[src/rtl/mspt_pkg.sv]
// ----------------------------------------------------------------------------
// mspt_pkg: shared types and constants of the step position tracker
// Command and response payloads, command codes and configuration indexes.
// ----------------------------------------------------------------------------
package mspt_pkg;

	localparam int FIELD_W   = 24;
	localparam int CFG_W     = 24;
	localparam int POS_OUT_W = 16;
	localparam int STEP_W    = 16;
	localparam int FUNC_W    = 3;
	localparam int CHAN_W    = 5;
	localparam int CFG_IDX_W = 1;

	localparam logic [CFG_W-1:0] ACTIVE_RESET = 24'h808100;
	localparam logic [CFG_W-1:0] DRIVE_RESET  = 24'hFFFFFF;

	typedef enum logic [FUNC_W-1:0] {
		FUNC_TICK = 3'd0,
		FUNC_REL  = 3'd1,
		FUNC_ABS  = 3'd2,
		FUNC_STOP = 3'd3,
		FUNC_ZERO = 3'd4,
		FUNC_READ = 3'd5
	} func_t;

	typedef enum logic [CFG_IDX_W-1:0] {
		REG_ACTIVE = 1'b0,
		REG_DRIVE  = 1'b1
	} cfg_reg_t;

	typedef enum logic [1:0] {
		MODE_IDLE = 2'd0,
		MODE_REL  = 2'd1,
		MODE_ABS  = 2'd2
	} mode_t;

	typedef struct packed {
		logic [FUNC_W-1:0]        func;
		logic [CHAN_W-1:0]        channel;
		logic signed [STEP_W-1:0] step_count;
	} cmd_t;

	typedef struct packed {
		logic [FIELD_W-1:0]          move_up;
		logic [FIELD_W-1:0]          move_down;
		logic [FIELD_W-1:0]          heater_first_top;
		logic [FIELD_W-1:0]          heater_first_bottom;
		logic [FIELD_W-1:0]          heater_second_top;
		logic [FIELD_W-1:0]          heater_second_bottom;
		logic [1:0]                  motion_mode;
		logic signed [POS_OUT_W-1:0] position;
	} result_t;

endpackage

[src/rtl/mspt_pos_mem.sv]
// ----------------------------------------------------------------------------
// mspt_pos_mem: channel position store
// One write port, one read port with registered data. Per-entry valid bits
// make unwritten or cleared entries read as zero.
// ----------------------------------------------------------------------------
module mspt_pos_mem #(
	parameter int DEPTH = 24,
	parameter int WIDTH = 16,
	parameter int AW    = 5
) (
	input  logic             clk,
	input  logic             arst_n,
	input  logic             clear,
	input  logic             we,
	input  logic [AW-1:0]    waddr,
	input  logic [WIDTH-1:0] wdata,
	input  logic [AW-1:0]    raddr,
	output logic [WIDTH-1:0] rdata
);

	logic [WIDTH-1:0] mem [DEPTH];
	logic [DEPTH-1:0] vld_q;
	logic [WIDTH-1:0] rd_data_q;
	logic             rd_vld_q;

	always_ff @(posedge clk) begin
		if (we) begin
			mem[waddr] <= wdata;
		end
		rd_data_q <= mem[raddr];
	end

	always_ff @(posedge clk or negedge arst_n) begin
		if (!arst_n) begin
			vld_q    <= '0;
			rd_vld_q <= 1'b0;
		end else begin
			if (clear) begin
				vld_q <= '0;
			end else if (we) begin
				vld_q[waddr] <= 1'b1;
			end
			rd_vld_q <= vld_q[raddr];
		end
	end

	assign rdata = rd_vld_q ? rd_data_q : '0;

endmodule

[src/rtl/multichannel_step_position_tracker_core.sv]
// ----------------------------------------------------------------------------
// multichannel_step_position_tracker_core: step position tracker
// Keeps a signed position per actuator channel and runs relative and
// absolute moves one tick at a time.
//
// Channels: commands arrive on cmd (valid/ready), one response per command
// leaves on rsp (valid/ready), and the two 24-bit masks are written on the
// cfg channel, which is always ready. cfg_index 0 selects the active mask,
// 1 the drive mask.
// A tick in absolute mode or with relative steps left walks the position
// store one channel per cycle through a single compare and increment unit,
// even when no channel ends up moving. A read of an existing channel passes
// a read step first; any other command that does not sweep goes straight to
// the finish step. Reset clears all positions, the mode and the counts, and
// loads the mask reset values; no clearing pass is needed. When the receiver
// stalls, the finished response waits in the output register while the next
// command is accepted; that command then holds at its last step until the
// output register frees up.
// ----------------------------------------------------------------------------
module multichannel_step_position_tracker_core #(
	parameter int CHANNELS       = 24,
	parameter int POSITION_WIDTH = 16
) (
	input  logic                            clk,
	input  logic                            arst_n,
	input  logic                            cmd_valid,
	output logic                            cmd_ready,
	input  mspt_pkg::cmd_t                  cmd_data,
	output logic                            rsp_valid,
	input  logic                            rsp_ready,
	output mspt_pkg::result_t               rsp_data,
	input  logic                            cfg_valid,
	output logic                            cfg_ready,
	input  logic [mspt_pkg::CFG_IDX_W-1:0]  cfg_index,
	input  logic [mspt_pkg::CFG_W-1:0]      cfg_data
);

	localparam int AW = (CHANNELS > 1) ? $clog2(CHANNELS) : 1;
	localparam logic [AW-1:0] LAST = AW'(CHANNELS - 1);
	localparam int P = POSITION_WIDTH;

	typedef enum logic [2:0] {
		ST_IDLE,
		ST_SWEEP,
		ST_DRAIN,
		ST_READ,
		ST_FINISH
	} state_t;

	state_t                              state_q;
	mspt_pkg::mode_t                     mode_q;
	logic signed [mspt_pkg::STEP_W-1:0]  rem_q;
	logic [P-1:0]                        target_q;
	logic [mspt_pkg::CFG_W-1:0]          active_q;
	logic [mspt_pkg::CFG_W-1:0]          drive_q;
	logic                                abs_q;
	logic                                mv_up_q;
	logic                                mv_dn_q;
	logic [AW-1:0]                       idx_q;
	logic [AW-1:0]                       idx_s1;
	logic                                v_s1;
	logic [CHANNELS-1:0]                 up_q;
	logic [CHANNELS-1:0]                 down_q;
	logic signed [mspt_pkg::POS_OUT_W-1:0] pos_q;
	mspt_pkg::result_t                   rsp_q;
	logic                                rsp_valid_q;

	logic                                cmd_xfer;
	logic                                zero_all;
	logic                                chan_ok;
	logic [31:0]                         act32;
	logic [CHANNELS-1:0]                 act;
	logic [31:0]                         tgt_ext;
	logic [AW-1:0]                       rd_addr;
	logic [P-1:0]                        rd_data;
	logic [P-1:0]                        wr_data;
	logic                                up_b;
	logic                                dn_b;
	logic signed [31:0]                  pos_ext;
	logic [31:0]                         up32;
	logic [31:0]                         down32;
	logic [mspt_pkg::FIELD_W-1:0]        up24;
	logic [mspt_pkg::FIELD_W-1:0]        down24;
	mspt_pkg::mode_t                     fin_mode;
	mspt_pkg::result_t                   result;

	assign cmd_ready = (state_q == ST_IDLE);
	assign cfg_ready = 1'b1;
	assign rsp_valid = rsp_valid_q;
	assign rsp_data  = rsp_q;
	assign cmd_xfer  = cmd_valid && cmd_ready;
	assign zero_all  = cmd_xfer && (cmd_data.func == mspt_pkg::FUNC_ZERO);
	assign chan_ok   = ({1'b0, cmd_data.channel} < (mspt_pkg::CHAN_W + 1)'(CHANNELS));
	assign act32     = 32'(active_q);
	assign act       = act32[CHANNELS-1:0];
	assign tgt_ext   = 32'(cmd_data.step_count);
	assign rd_addr   = (state_q == ST_IDLE) ? cmd_data.channel[AW-1:0] : idx_q;

	mspt_pos_mem #(
		.DEPTH(CHANNELS),
		.WIDTH(P),
		.AW   (AW)
	) u_pos_mem (
		.clk   (clk),
		.arst_n(arst_n),
		.clear (zero_all),
		.we    (v_s1),
		.waddr (idx_s1),
		.wdata (wr_data),
		.raddr (rd_addr),
		.rdata (rd_data)
	);

	// Shared step unit: in absolute mode a signed compare against the target,
	// and one increment or decrement per channel visited.
	always_comb begin
		if (abs_q) begin
			up_b = act[idx_s1] && ($signed(rd_data) > $signed(target_q));
			dn_b = act[idx_s1] && ($signed(rd_data) < $signed(target_q));
		end else begin
			up_b = act[idx_s1] && mv_up_q;
			dn_b = act[idx_s1] && mv_dn_q;
		end
		if (dn_b) begin
			wr_data = rd_data + P'(1);
		end else if (up_b) begin
			wr_data = rd_data - P'(1);
		end else begin
			wr_data = rd_data;
		end
	end

	assign pos_ext = 32'($signed(rd_data));

	always_comb begin
		up32     = 32'(up_q);
		down32   = 32'(down_q);
		up24     = up32[mspt_pkg::FIELD_W-1:0];
		down24   = down32[mspt_pkg::FIELD_W-1:0];
		fin_mode = (abs_q && (up_q == '0) && (down_q == '0)) ? mspt_pkg::MODE_IDLE : mode_q;
		result.move_up              = up24;
		result.move_down            = down24;
		result.heater_first_top     = down24 & drive_q;
		result.heater_first_bottom  = ~down24 & drive_q;
		result.heater_second_top    = up24 & drive_q;
		result.heater_second_bottom = ~up24 & drive_q;
		result.motion_mode          = fin_mode;
		result.position             = pos_q;
	end

	always_ff @(posedge clk or negedge arst_n) begin
		if (!arst_n) begin
			state_q     <= ST_IDLE;
			mode_q      <= mspt_pkg::MODE_IDLE;
			rem_q       <= '0;
			target_q    <= '0;
			active_q    <= mspt_pkg::ACTIVE_RESET;
			drive_q     <= mspt_pkg::DRIVE_RESET;
			abs_q       <= 1'b0;
			mv_up_q     <= 1'b0;
			mv_dn_q     <= 1'b0;
			idx_q       <= '0;
			idx_s1      <= '0;
			v_s1        <= 1'b0;
			up_q        <= '0;
			down_q      <= '0;
			pos_q       <= '0;
			rsp_q       <= '0;
			rsp_valid_q <= 1'b0;
		end else begin
			if (cfg_valid && cfg_ready) begin
				case (cfg_index)
					mspt_pkg::REG_ACTIVE: active_q <= cfg_data;
					mspt_pkg::REG_DRIVE:  drive_q  <= cfg_data;
					default: ;
				endcase
			end
			// The finish step drives the output valid itself.
			if (rsp_valid_q && rsp_ready && (state_q != ST_FINISH)) begin
				rsp_valid_q <= 1'b0;
			end
			if (v_s1) begin
				up_q[idx_s1]   <= up_b;
				down_q[idx_s1] <= dn_b;
			end
			case (state_q)
				ST_IDLE: begin
					if (cmd_valid) begin
						up_q    <= '0;
						down_q  <= '0;
						pos_q   <= '0;
						abs_q   <= 1'b0;
						mv_up_q <= 1'b0;
						mv_dn_q <= 1'b0;
						idx_q   <= '0;
						state_q <= ST_FINISH;
						case (cmd_data.func)
							mspt_pkg::FUNC_TICK: begin
								if (mode_q == mspt_pkg::MODE_REL) begin
									if (rem_q == '0) begin
										mode_q <= mspt_pkg::MODE_IDLE;
									end else if (rem_q > 0) begin
										mv_dn_q <= 1'b1;
										rem_q   <= rem_q - 16'sd1;
										state_q <= ST_SWEEP;
									end else begin
										mv_up_q <= 1'b1;
										rem_q   <= rem_q + 16'sd1;
										state_q <= ST_SWEEP;
									end
								end else if (mode_q == mspt_pkg::MODE_ABS) begin
									abs_q   <= 1'b1;
									state_q <= ST_SWEEP;
								end
							end
							mspt_pkg::FUNC_REL: begin
								mode_q <= mspt_pkg::MODE_REL;
								rem_q  <= cmd_data.step_count;
							end
							mspt_pkg::FUNC_ABS: begin
								mode_q   <= mspt_pkg::MODE_ABS;
								target_q <= tgt_ext[P-1:0];
							end
							mspt_pkg::FUNC_STOP: begin
								mode_q <= mspt_pkg::MODE_IDLE;
								rem_q  <= '0;
							end
							mspt_pkg::FUNC_READ: begin
								if (chan_ok) begin
									state_q <= ST_READ;
								end
							end
							default: ;
						endcase
					end
				end
				ST_SWEEP: begin
					idx_s1 <= idx_q;
					v_s1   <= 1'b1;
					if (idx_q == LAST) begin
						state_q <= ST_DRAIN;
					end else begin
						idx_q <= idx_q + AW'(1);
					end
				end
				ST_DRAIN: begin
					v_s1    <= 1'b0;
					state_q <= ST_FINISH;
				end
				ST_READ: begin
					pos_q   <= pos_ext[mspt_pkg::POS_OUT_W-1:0];
					state_q <= ST_FINISH;
				end
				ST_FINISH: begin
					if (!rsp_valid_q || rsp_ready) begin
						rsp_q       <= result;
						rsp_valid_q <= 1'b1;
						mode_q      <= fin_mode;
						state_q     <= ST_IDLE;
					end
				end
				default: state_q <= ST_IDLE;
			endcase
		end
	end

	a_wr_addr_range: assert property (@(posedge clk) disable iff (!arst_n)
		v_s1 |-> (idx_s1 <= LAST))
		else $error("position write beyond the last channel");

	a_dir_exclusive: assert property (@(posedge clk) disable iff (!arst_n)
		(up_q & down_q) == '0)
		else $error("a channel marked as stepping both up and down");

	a_no_accept_in_sweep: assert property (@(posedge clk) disable iff (!arst_n)
		cmd_xfer |-> !v_s1)
		else $error("command transfer while a position update is pending");

	a_rsp_from_finish: assert property (@(posedge clk) disable iff (!arst_n)
		$rose(rsp_valid_q) |-> $past(state_q == ST_FINISH))
		else $error("response loaded outside the finish step");

endmodule

[config.mk]
export PLATFORM = sky130hd
export DESIGN_NAME = multichannel_step_position_tracker_core
export DESIGN_NICKNAME = d
export VERILOG_FILES = /design/src/rtl/mspt_pkg.sv /design/src/rtl/mspt_pos_mem.sv /design/src/rtl/multichannel_step_position_tracker_core.sv
export SDC_FILE = /design/constraint.sdc
export NUM_CORES = 1
export LEC_CHECK = 0
export BUFFER_PORTS_ARGS = -buffer_cell sky130_fd_sc_hd__buf_2
export CAP_MARGIN = 25
export CELL_PAD_IN_SITES_DETAIL_PLACEMENT = 1
export CELL_PAD_IN_SITES_GLOBAL_PLACEMENT = 2
export CORE_MARGIN = 2
export CORE_UTILIZATION = 46
export CTS_CLUSTER_DIAMETER = 60
export CTS_CLUSTER_SIZE = 10
export DETAILED_ROUTE_END_ITERATION = 8
export PLACE_DENSITY = 0.88
export SLEW_MARGIN = 30
export SYNTH_ARGS = -nofsm -noshare
export SYNTH_HDL_FRONTEND = slang
export SYNTH_HIERARCHICAL = 1
export SYNTH_SLANG_ARGS = --single-unit
[constraint.sdc]
create_clock -name clk -period 8.7 [get_ports clk]
set_input_delay 0.435 -clock clk [delete_from_list [all_inputs] [get_ports clk]]
set_output_delay 0.435 -clock clk [all_outputs]
set_load 0.01 [all_outputs]
# Word-level counts from Yosys, hierarchy flattened
# Memories as Yosys holds them, arrays and structs flattened. A register that Yosys moved wholly into a read port is not among the register bits.
# Cells that the tools add are included.
dict set report totals {
  regBits 351
  latch_bits 0
  mem_bits_rw 384
  rom_bits 0
  inputBits 54
  out_inout_bits 165
  wordCells 168
  memories 1
}
dict set report classes {
  add_sub_neg 5
  mul 0
  div_mod_pow 0
  n_lt_le_gt_ge 7
  n_eq_ne 22
  shift 0
  mux 64
  bitwise_logic 8
  reduce_logical 35
}
# name words width read_ports rd_clocked_by_memory_dff write_ports line_no
set memory_table {}
lappend memory_table {u_pos_mem.mem 24 16 1 1 1 mspt_pos_mem.sv:21} ;# logic [WIDTH-1:0] mem [DEPTH];
# operator count
set ops {}
lappend ops {{$mux 24} 8}
lappend ops {{$mux 16} 7}
lappend ops {{$and 24x24->24} 4}
lappend ops {{$bwmux 24} 2}
lappend ops {{$logic_not 24->1} 2}
lappend ops {{$not 24->24} 2}
lappend ops {{$pmux 16 s3} 1}
lappend ops {{$pmux 16 s2} 1}
lappend ops {{$or 24x24->24} 1}
lappend ops {{$mux 1} 21}
lappend ops {{$mux 3} 7}
lappend ops {{$add 16x1->16 const B} 1}
lappend ops {{$add 16x2->16 const B} 1}
lappend ops {{$gt 16x1->1 const B} 1}
lappend ops {{$gt 16x16->1} 1}
lappend ops {{$logic_not 16->1} 1}
lappend ops {{$lt 16x16->1} 1}
lappend ops {{$sub 16x1->16 const B} 1}
lappend ops {{$sub 16x2->16 const B} 1}
lappend ops {{$mux 5} 3}
lappend ops {{$eq 3x2->1 const B} 4}
lappend ops {{$lt 5x6->1 const B} 2}
lappend ops {{$ne 2x2->1 const B} 6}
lappend ops {{$pmux 3 s4} 1}
lappend ops {{30 further kinds} 61}

# Logic depth before layout (Yosys ltp)
# Gate-level depths: netlist of run 1.
dict set report depth {
  word_depth 8
  depth_mapped 14
  depth_no_buf 13
}

# Cells and area by module
# Netlist of run 1, hierarchy kept.
# mod n_inst cells_each area_per_inst_um2 seq_area_each_um2
set modules_own_cells {}
lappend modules_own_cells {mspt_pos_mem 1 839 16418.2 12477.0}
lappend modules_own_cells {multichannel_step_position_tracker_core 1 1478 15129.5 8191.6}

# Worst setup path after synthesis of run 1
# Ideal clock, no wire load.
dict set report synth_timing {
  path_type {register -> register}
  startpoint {register u_pos_mem.rd_vld_q}
  endpoint {memory u_pos_mem.mem[0][11], data pin}
  setup_time_ps 330
  arrival_time_ps 3560
  required_ps 8370
  slack_ps 4810
  stages_incl_launch_ff 13
  path_buffers 2
  period_less_slack_ps 3890
  cell_sequence {dfrtp_1 clkbuf_1 and2_1 ha_1 nand4_1 or3_1 a21o_1 a311o_1 a31oi_2 buf_4 nand4b_4 o41ai_2 xor2_1}
}
dict set report synth_between {
  elab_chain_len 6
  word_cells_on_any_way 11
  classes_between {add/sub (2); order compare (2); mux (5); reduce/logical (2)}
}
# element line_no
set synth_rtl {}
lappend synth_rtl {{start, declared} mspt_pos_mem.sv:24} ;# logic rd_vld_q;
lappend synth_rtl {{start signal, assigned} mspt_pos_mem.sv:43} ;# rd_vld_q <= vld_q[raddr];
lappend synth_rtl {{$mux 16 (*)} mspt_pos_mem.sv:47} ;# assign rdata = rd_vld_q ? rd_data_q : '0;
lappend synth_rtl {{named net rd_data[14]} multichannel_step_position_tracker_core.sv:75} ;# logic [P-1:0] rd_data;
lappend synth_rtl {{$gt 16x16->1} multichannel_step_position_tracker_core.sv:118} ;# up_b = act[idx_s1] && ($signed(rd_data) > $signed(target_q));
lappend synth_rtl {{$logic_and 1x1->1} multichannel_step_position_tracker_core.sv:118}
lappend synth_rtl {{$mux 1} multichannel_step_position_tracker_core.sv:117} ;# if (abs_q) begin
lappend synth_rtl {{$mux 16} multichannel_step_position_tracker_core.sv:126} ;# end else if (up_b) begin
lappend synth_rtl {{$mux 16 (*)} multichannel_step_position_tracker_core.sv:124} ;# if (dn_b) begin
lappend synth_rtl {{named net wr_data[11]} multichannel_step_position_tracker_core.sv:76} ;# logic [P-1:0] wr_data;
lappend synth_rtl {{end, declared} mspt_pos_mem.sv:21}
# The timed path passes the listed nets; every way through them passes the cells marked *.

# Final worst setup path of run 1
dict set report layout_timing {
  startpoint {register u_pos_mem.rd_vld_q}
  endpoint {memory u_pos_mem.mem[17][5], data pin}
}
# The elaborated chain is that of the path after synthesis.

==> results of run 1 <==
## worst reg2reg max path: cells and delay by family, from the launching register on
kind	cells	cell delay, ns
compound gates	4	1.27
simple gates	4	1.13
xor+xnor	1	0.52
flops	1	0.51
buf+inv	1	0.38
fa+ha+maj	1	0.36
## final timing paths
kind / end / startpoint / cells past startpoint
worst max-delay path: u_pos_mem/mem[17][5] / u_pos_mem/rd_vld_q / 11
min in group asynchronous: rem_q[8] / arst_n / 2
worst min register to register: rsp_data[109] / rsp_data[109] / 2
worst max register to register: u_pos_mem/mem[17][5] / u_pos_mem/rd_vld_q / 11
max in group asynchronous: rsp_data[41] / arst_n / 4
worst min-delay path: act[5] / cfg_data[5] / 2
## through the flow
| stage | util | std cells |
|---|---|---|
| 2_1_floorplan | - | 2317 |
| 3_3_place_gp | 0.494 | 3340 |
| 3_5_place_dp | 0.494 | 3340 |
| 4_1_cts | 0.533 | 3500 |
| 5_1_grt | 0.534 | 3504 |
| 6_report | 0.534 | 3505 |
## flip-flops by register name, indices dropped and copies added, names as in the netlist, 24 cells and up
| signal | count |
|---|---|
| act | 24 |
| down24 | 24 |
| drive_q | 24 |
| rsp_data | 162 |
| u_pos_mem/mem | 384 |
| u_pos_mem/vld_q | 24 |
| up24 | 24 |
## layout by cell type (no fill, tap or decap), drive strengths merged, types with 5 or more instances in the layout
| master | n |
|---|---|
| nor4 | 23 |
| a21o | 8 |
| ha | 33 |
| mux2 | 139 |
| or2 | 5 |
| and2 | 22 |
| edfxtp | 384 |
| or3b | 5 |
| a21oi | 70 |
| nor2 | 104 |
| a2bb2oi | 18 |
| a32oi | 17 |
| nor2b | 16 |
| mux2i | 77 |
| dfstp | 27 |
| nand2b | 58 |
| dfxtp | 16 |
| xnor2 | 9 |
| and3 | 11 |
| clkinv | 7 |
| xor2 | 18 |
| mux4 | 71 |
| inv | 35 |
| o31ai | 5 |
| nand4 | 12 |
| nand3 | 64 |
| a22oi | 24 |
| dfrtp | 324 |
| a31oi | 13 |
| o211ai | 22 |
| or3 | 5 |
| nand2 | 334 |
| o21ai | 158 |
| nand3b | 6 |
| clkbuf | 147 |
| buf | 272 |
| nor3 | 16 |
| nor3b | 5 |
## cells by family (layout without fill, tap and decap cells)
group	after synthesis	in the layout	share of synthesized area
AOI/OAI and AO/OA	357	357	0.0697
DFF	751	751	0.655
other	1	5	0.000119
xor gates and xnor gates	27	27	0.00750
muxes	287	287	0.128
adders and majority gates	34	34	0.0137
and+or+nand+nor	697	697	0.103
buffers and inverters	163	465	0.0230
## area by class of cell
type                       count  share of cell area
tap                          882              0.0303
multi-input combinational   1403               0.284
antenna                        4            0.000275
timing repair buffer         273              0.0431
inverter                      33             0.00340
sequential                   751               0.567
clock buffer                 147              0.0659
clock inverter                12             0.00604
## per-layer routing
metal  up-vias  global-route usage  part of all wire
met2       817               0.425              0.49
met4         2              0.0935             0.033
met5         -                   0           0.00014
met1     10600               0.345              0.41
met3       207              0.0421             0.071
li1       8995                   -                 -
## repair_timing
item	in CTS	in global routing
hold buffers	1	0
hold endpoints to repair	98	0
buffers inserted	0	0
## power breakdown
part | switching [uW] | internal [uW] | leakage, uW
Clock | 1450 | 1920 | 0.00123
Combinational | 2460 | 1400 | 0.00530
Sequential | 290 | 4540 | 0.00827
Total | 4210 | 7870 | 0.0148
==> impl_metrics.py, run 1 <==
metrics = {
    "synth": {
        "ys_warn_count": 6,
        "ys_ff_latch": 751,
        "yosysTopAreaCellShare": 0.366,
        "syn-instance-count": 2317,
        "async_reset_ff_frac": 0.467,
        "yosysMostFrequentCell": "edfxtp_1",
        "synth_edf_count": 384,
        "synth_common_cells": "384 x edfxtp_1, 334 x nand2_1, 324 x dfrtp_1",
        "synth_cell_types": 72,
        "seq_area_frac_synth": 0.655,
        "synth.avg_cell_area_um2": 13.6,
        "syn_area_mm2": 0.0315,
        "yosys.area.top_type": "edfxtp_1",
        "syn_nets": 2405,
        "synth_area_leaders": "edfxtp_1 37%, dfrtp_1 26%, mux2_2 5.0%",
        "ys.flop_type": "edfxtp_1",
    },
    "global_route": {
        "grt_pass1_vias": 21900,
        "grtUsageTotal": 0.257,
        "overflow": 0,
        "antenna_found_initial": 5,
        "grt_max_degree": 223,
        "grt_pass1_wl_um": 137000,
    },
    "power_and_ir_drop": {
        "finalPower_uw": 12100,
        "peakVddDrop_v": 0.000205,
        "power_density_mw_per_mm2": 331,
        "p_leak_uw": 0.0148,
    },
    "sta": {
        "slew_headroom": 0.292,
        "fin_crit_ns": 4.44,
        "rsz0062_at_grt": "false",
        "fin_ws_ns": 4.26,
        "tns_ns": 0,
        "maxSlewViolCount": 0,
        "hold_ws_ns": 0.0360,
        "setup_violations": 0,
        "skew_ns": 0.0551,
        "tightest_slew_ns": 1.05,
        "timing.final.hold_violations": 0,
        "fin_crit_sh": 0.511,
        "fmax_ghz": 0.225,
    },
    "finish": {
        "nFillCells": 6771,
        "seqCellArea_mm2": 0.0207,
        "drive_above_1_share": 0.241,
        "final_nets": 2637,
        "multi_input_area_mm2": 0.0103,
        "final_area_mm2": 0.0364,
        "syn_to_final_growth_pct": 15.5,
    },
    "clock_network": {
        "clk_latency_ns": 0.66,
        "clkTransAtPathRegs_ns": 0.06,
        "cts_tree": "yes",
        "h-tree-depth": 3,
        "numCtsBuffers": 87,
        "clk_path_buf_depth": 3,
        "cts-root-buf": "clkbuf_16",
        "cts_sinks": 751,
        "post_cts_resized": 0,
    },
    "route": {
        "ant_nets": 0,
        "dr.pass1.iters": 5,
        "routed_wl_um": 90300,
        "vias_per_cell": 5.88,
        "vias": 20600,
        "first_iter_violations": 1759,
        "wire_per_inst_um": 25.8,
        "drcViolationCount": 0,
    },
    "critical_path": {
        "regToRegSetupSlack_ns": 4.26,
        "cp_cell_sequence": "and2_1, ha_1, nand4_1, or3_1, a21o_1, a311o_1, a31oi_2, buf_4, nand2b_1, o31ai_1, xor2_4",
        "setup.worst_path.end_class": "flip-flop",
        "crit_required_ns": 9.04,
        "cpPeakStageDelay_ns": 0.57,
        "critPathTopFamily": "compound AO/OA/AOI/OAI gates",
        "cp.buffers_inverters": 1,
        "worst-path-max-fanout": 30,
        "worstSetupStartpointType": "flip-flop",
        "slowest_stage": "o31ai_1",
        "critical_path_class": "flip-flop to flip-flop",
        "worst-endpoint-arrival_ns": 4.78,
    },
    "place": {
        "placed_area_mm2": 0.0337,
        "pre_cts_slack_ns": 4.22,
        "dpl.hpwl_um": 56200,
        "gp_congestion": 0.842,
        "port_buffers": 217,
    },
    "floorplan": {
        "die_y_um": 266,
        "core_mm2": 0.0682,
        "die_width_um": 266,
        "dieArea_mm2": 0.0707,
        "ios": 219,
        "rows": 96,
        "initial_utilization": 0.462,
    },
    "flow_run": {
        "maxCapViolCount": 0,
    },
    "hold_path": {
        "hp-class": "input port to flip-flop",
    },
    "outcome": {
        "outcome": "completed",
    },
}
Power figures use the tool's default switching activity.
==> run 2: changes to the inputs <==
--- a/config.mk
+++ b/config.mk
@@ -10,11 +10,11 @@
 export CELL_PAD_IN_SITES_DETAIL_PLACEMENT = 1
 export CELL_PAD_IN_SITES_GLOBAL_PLACEMENT = 2
 export CORE_MARGIN = 2
-export CORE_UTILIZATION = 46
+export CORE_UTILIZATION = 43
 export CTS_CLUSTER_DIAMETER = 60
 export CTS_CLUSTER_SIZE = 10
 export DETAILED_ROUTE_END_ITERATION = 8
-export PLACE_DENSITY = 0.88
+export PLACE_DENSITY = 0.84
 export SLEW_MARGIN = 30
 export SYNTH_ARGS = -nofsm -noshare
 export SYNTH_HDL_FRONTEND = slang
==> constraint.sdc (replaced) <==
create_clock -name clk -period 4.54 [get_ports clk]
set_input_delay 0.227 -clock clk [delete_from_list [all_inputs] [get_ports clk]]
set_output_delay 0.227 -clock clk [all_outputs]
set_load 0.01 [all_outputs]
==> run 2 against run 1 <==
Sequential power increased by 92%. Flip-flop and latch count unchanged. Worst setup slack got worse by 3.9 ns. Count of clock-buffer cells in the layout decreased by 12. Design area increased by 2.0%. Cell count increased by 3.6%. Power increased by 94%. Die area increased by 6.9%.
==> impl_metrics.py, run 2 (same netlist as run 1, synthesis figures left out) <==
metrics = {
    "outcome": {
        "outcome": "completed",
    },
    "finish": {
        "layout_commonest_cell": "edfxtp_1",
        "final_nets": 2701,
        "mostFrequentLayoutCells": "384 x edfxtp_1, 334 x nand2_1, 324 x dfrtp_1",
        "regMostFlops": "u_pos_mem/mem",
        "syn_to_final_growth_pct": 17.8,
        "final_core_util": 0.510,
        "largest_register_ff_count": 384,
        "antennaDiodeCount": 0,
        "nFillCells": 7327,
        "drive_above_1_share": 0.243,
    },
    "critical_path": {
        "regToRegStartpoint": "u_pos_mem/rd_vld_q",
        "regToRegSetupSlack_ns": 0.34,
        "cpPeakStageDelay_ns": 0.55,
        "critical_path_class": "flip-flop to flip-flop",
        "slowest_stage": "dfrtp_1",
        "cp_cell_sequence": "and2_1, ha_1, nand4_1, or3_1, a21o_1, a311o_1, a31oi_2, nand2b_1, o41ai_1, xor2_1, buf_4",
        "worst-path-max-fanout": 24,
        "r2r_cells": 11,
        "setup.worst_path.end_class": "flip-flop",
        "crit_required_ns": 4.98,
        "reg2reg_to": "u_pos_mem/mem[4][3]",
        "worstSetupStartpointType": "flip-flop",
        "worst-endpoint-arrival_ns": 4.64,
    },
    "place": {
        "dpl.hpwl_um": 57300,
        "pre_cts_slack_ns": 0.440,
        "gp_congestion": 0.842,
        "port_buffers": 217,
    },
    "route": {
        "first_iter_violations": 1811,
        "drcViolationCount": 0,
        "routed_wl_um": 93300,
        "vias": 20900,
        "wire_per_inst_um": 25.7,
        "vias_per_cell": 5.75,
        "dr.pass1.iters": 5,
        "ant_nets": 0,
    },
    "power_and_ir_drop": {
        "power_frac_seq": 0.396,
        "netSwitchingPower_uw": 8170,
        "peakVddDrop_v": 0.000326,
        "clockPowerShare": 0.280,
        "p_comb_frac": 0.324,
        "p_int_uw": 15300,
        "power_density_mw_per_mm2": 631,
        "switching_share": 0.349,
        "p_leak_uw": 0.0151,
    },
    "clock_network": {
        "clk_latency_ns": 0.66,
        "cts_tree": "yes",
        "h-tree-depth": 3,
        "numCtsBuffers": 88,
        "cts_sinks": 751,
        "clk_path_buf_depth": 3,
        "cts_setup_buffers": 0,
        "cts-root-buf": "clkbuf_16",
        "clkTransAtPathRegs_ns": 0.06,
    },
    "global_route": {
        "grt_max_degree": 121,
        "grt_pass1_vias": 22300,
        "grtUsageTotal": 0.248,
        "grt_pass1_wl_um": 140000,
        "antenna_found_initial": 1,
        "overflow": 0,
    },
    "hold_path": {
        "worstHoldEndpoint": "state_q[1]",
        "min_from": "cmd_data[20]",
        "hp-class": "input port to flip-flop",
        "holdPathStages": 4,
    },
    "sta": {
        "fin_crit_sh": 0.924,
        "setup_violations": 0,
        "rsz0062_at_grt": "false",
        "fin_crit_ns": 4.20,
        "maxSlewViolCount": 0,
        "tns_ns": 0,
        "timing.final.hold_violations": 0,
        "slew_headroom": 0.320,
        "fmax_ghz": 0.238,
        "skew_ns": 0.0397,
        "fin_ws_ns": 0.344,
        "tightest_slew_ns": 1.02,
        "hold_ws_ns": 0.0596,
    },
    "floorplan": {
        "rows": 99,
        "dieArea_mm2": 0.0756,
        "die_y_um": 275,
        "die_width_um": 275,
        "core_mm2": 0.0728,
        "ios": 219,
        "initial_utilization": 0.433,
    },
    "flow_run": {
        "maxCapViolCount": 0,
    },
}
[run 2: changes by cell type in the layout (fill, tap and decap cells not counted), moves of 3 or more]
cell / previous run / this run
buf_12: 2 / 5
buf_4: 50 / 66
buf_16: 1 / 4
nor2_2: 11 / 7
clkbuf_1: 60 / 47
dlygate4sd3_1: 1 / 43
diode_2: 4 / 0
[run 2: cell type report]
cell class	instances	area, um^2	share of cell area
flip-flops and latches	751	20700	0.556
multi-input cells	1403	10300	0.277
clock buffers	135	2380	0.0640
repair buffers	336	2250	0.0604
well taps	959	1200	0.0323
clock inverters	14	265	0.00713
inverters	33	124	0.00333
[run 2: worst max-delay path, delay by kind of cell (launching register included)]
kind / cells / cell delay, ns
fa+ha+maj: 1 / 0.20
xor+xnor: 1 / 0.39
simple gates: 4 / 1.20
buf+inv: 1 / 0.32
compound gates: 4 / 1.34
flops: 1 / 0.55
[run 2: layer usage]
metal  part of all wire  vias to the layer above  global-route usage
li1                   -                     9106                   -
met1               0.42                    10800               0.336
met2               0.48                      787               0.405
met3              0.063                      208              0.0395
met4              0.034                        0              0.0892
met5                  0                        -                   0
[run 2: worst max path at each step]
stage | from | endpoint | slack (ns) | depth (start not counted)
after global routing | u_pos_mem/rd_vld_q | u_pos_mem/mem[23][14] | 0.12 | 11
after CTS | u_pos_mem/rd_vld_q | u_pos_mem/mem[15][3] | 0.41 | 11
after detailed placement | u_pos_mem/rd_vld_q | u_pos_mem/mem[13][3] | 0.44 | 11
after global placement | u_pos_mem/rd_vld_q | u_pos_mem/mem[1][3] | 0.51 | 11
final | u_pos_mem/rd_vld_q | u_pos_mem/mem[4][3] | 0.34 | 11
after floorplan | u_pos_mem/rd_vld_q | u_pos_mem/mem[0][11] | 0.65 | 12
[run 2: through the flow]
step	area, um^2	instances	total power [uW]
after floorplan	31500	2317	14200
after CTS	37100	3626	23500
after detailed placement	34000	3434	16800
after global placement	34000	3434	16400
final	37200	3631	23400
after global routing	37200	3631	24600
[run 2: repair_timing]
item,in CTS,in global routing
hold buffers,43,0
resized for setup,0,0
hold endpoints to repair,187,0
[run 2: power by group through the flow]
| stage | sequential (uW) | combinational [uW] | clock, uW |
|---|---|---|---|
| floorplan | 9290 | 4860 | 0 |
| global placement | 9330 | 7070 | 0 |
| detailed placement | 9400 | 7390 | 0 |
| CTS | 9280 | 7520 | 6690 |
| global route | 9370 | 8220 | 6960 |
| finish | 9280 | 7590 | 6580 |
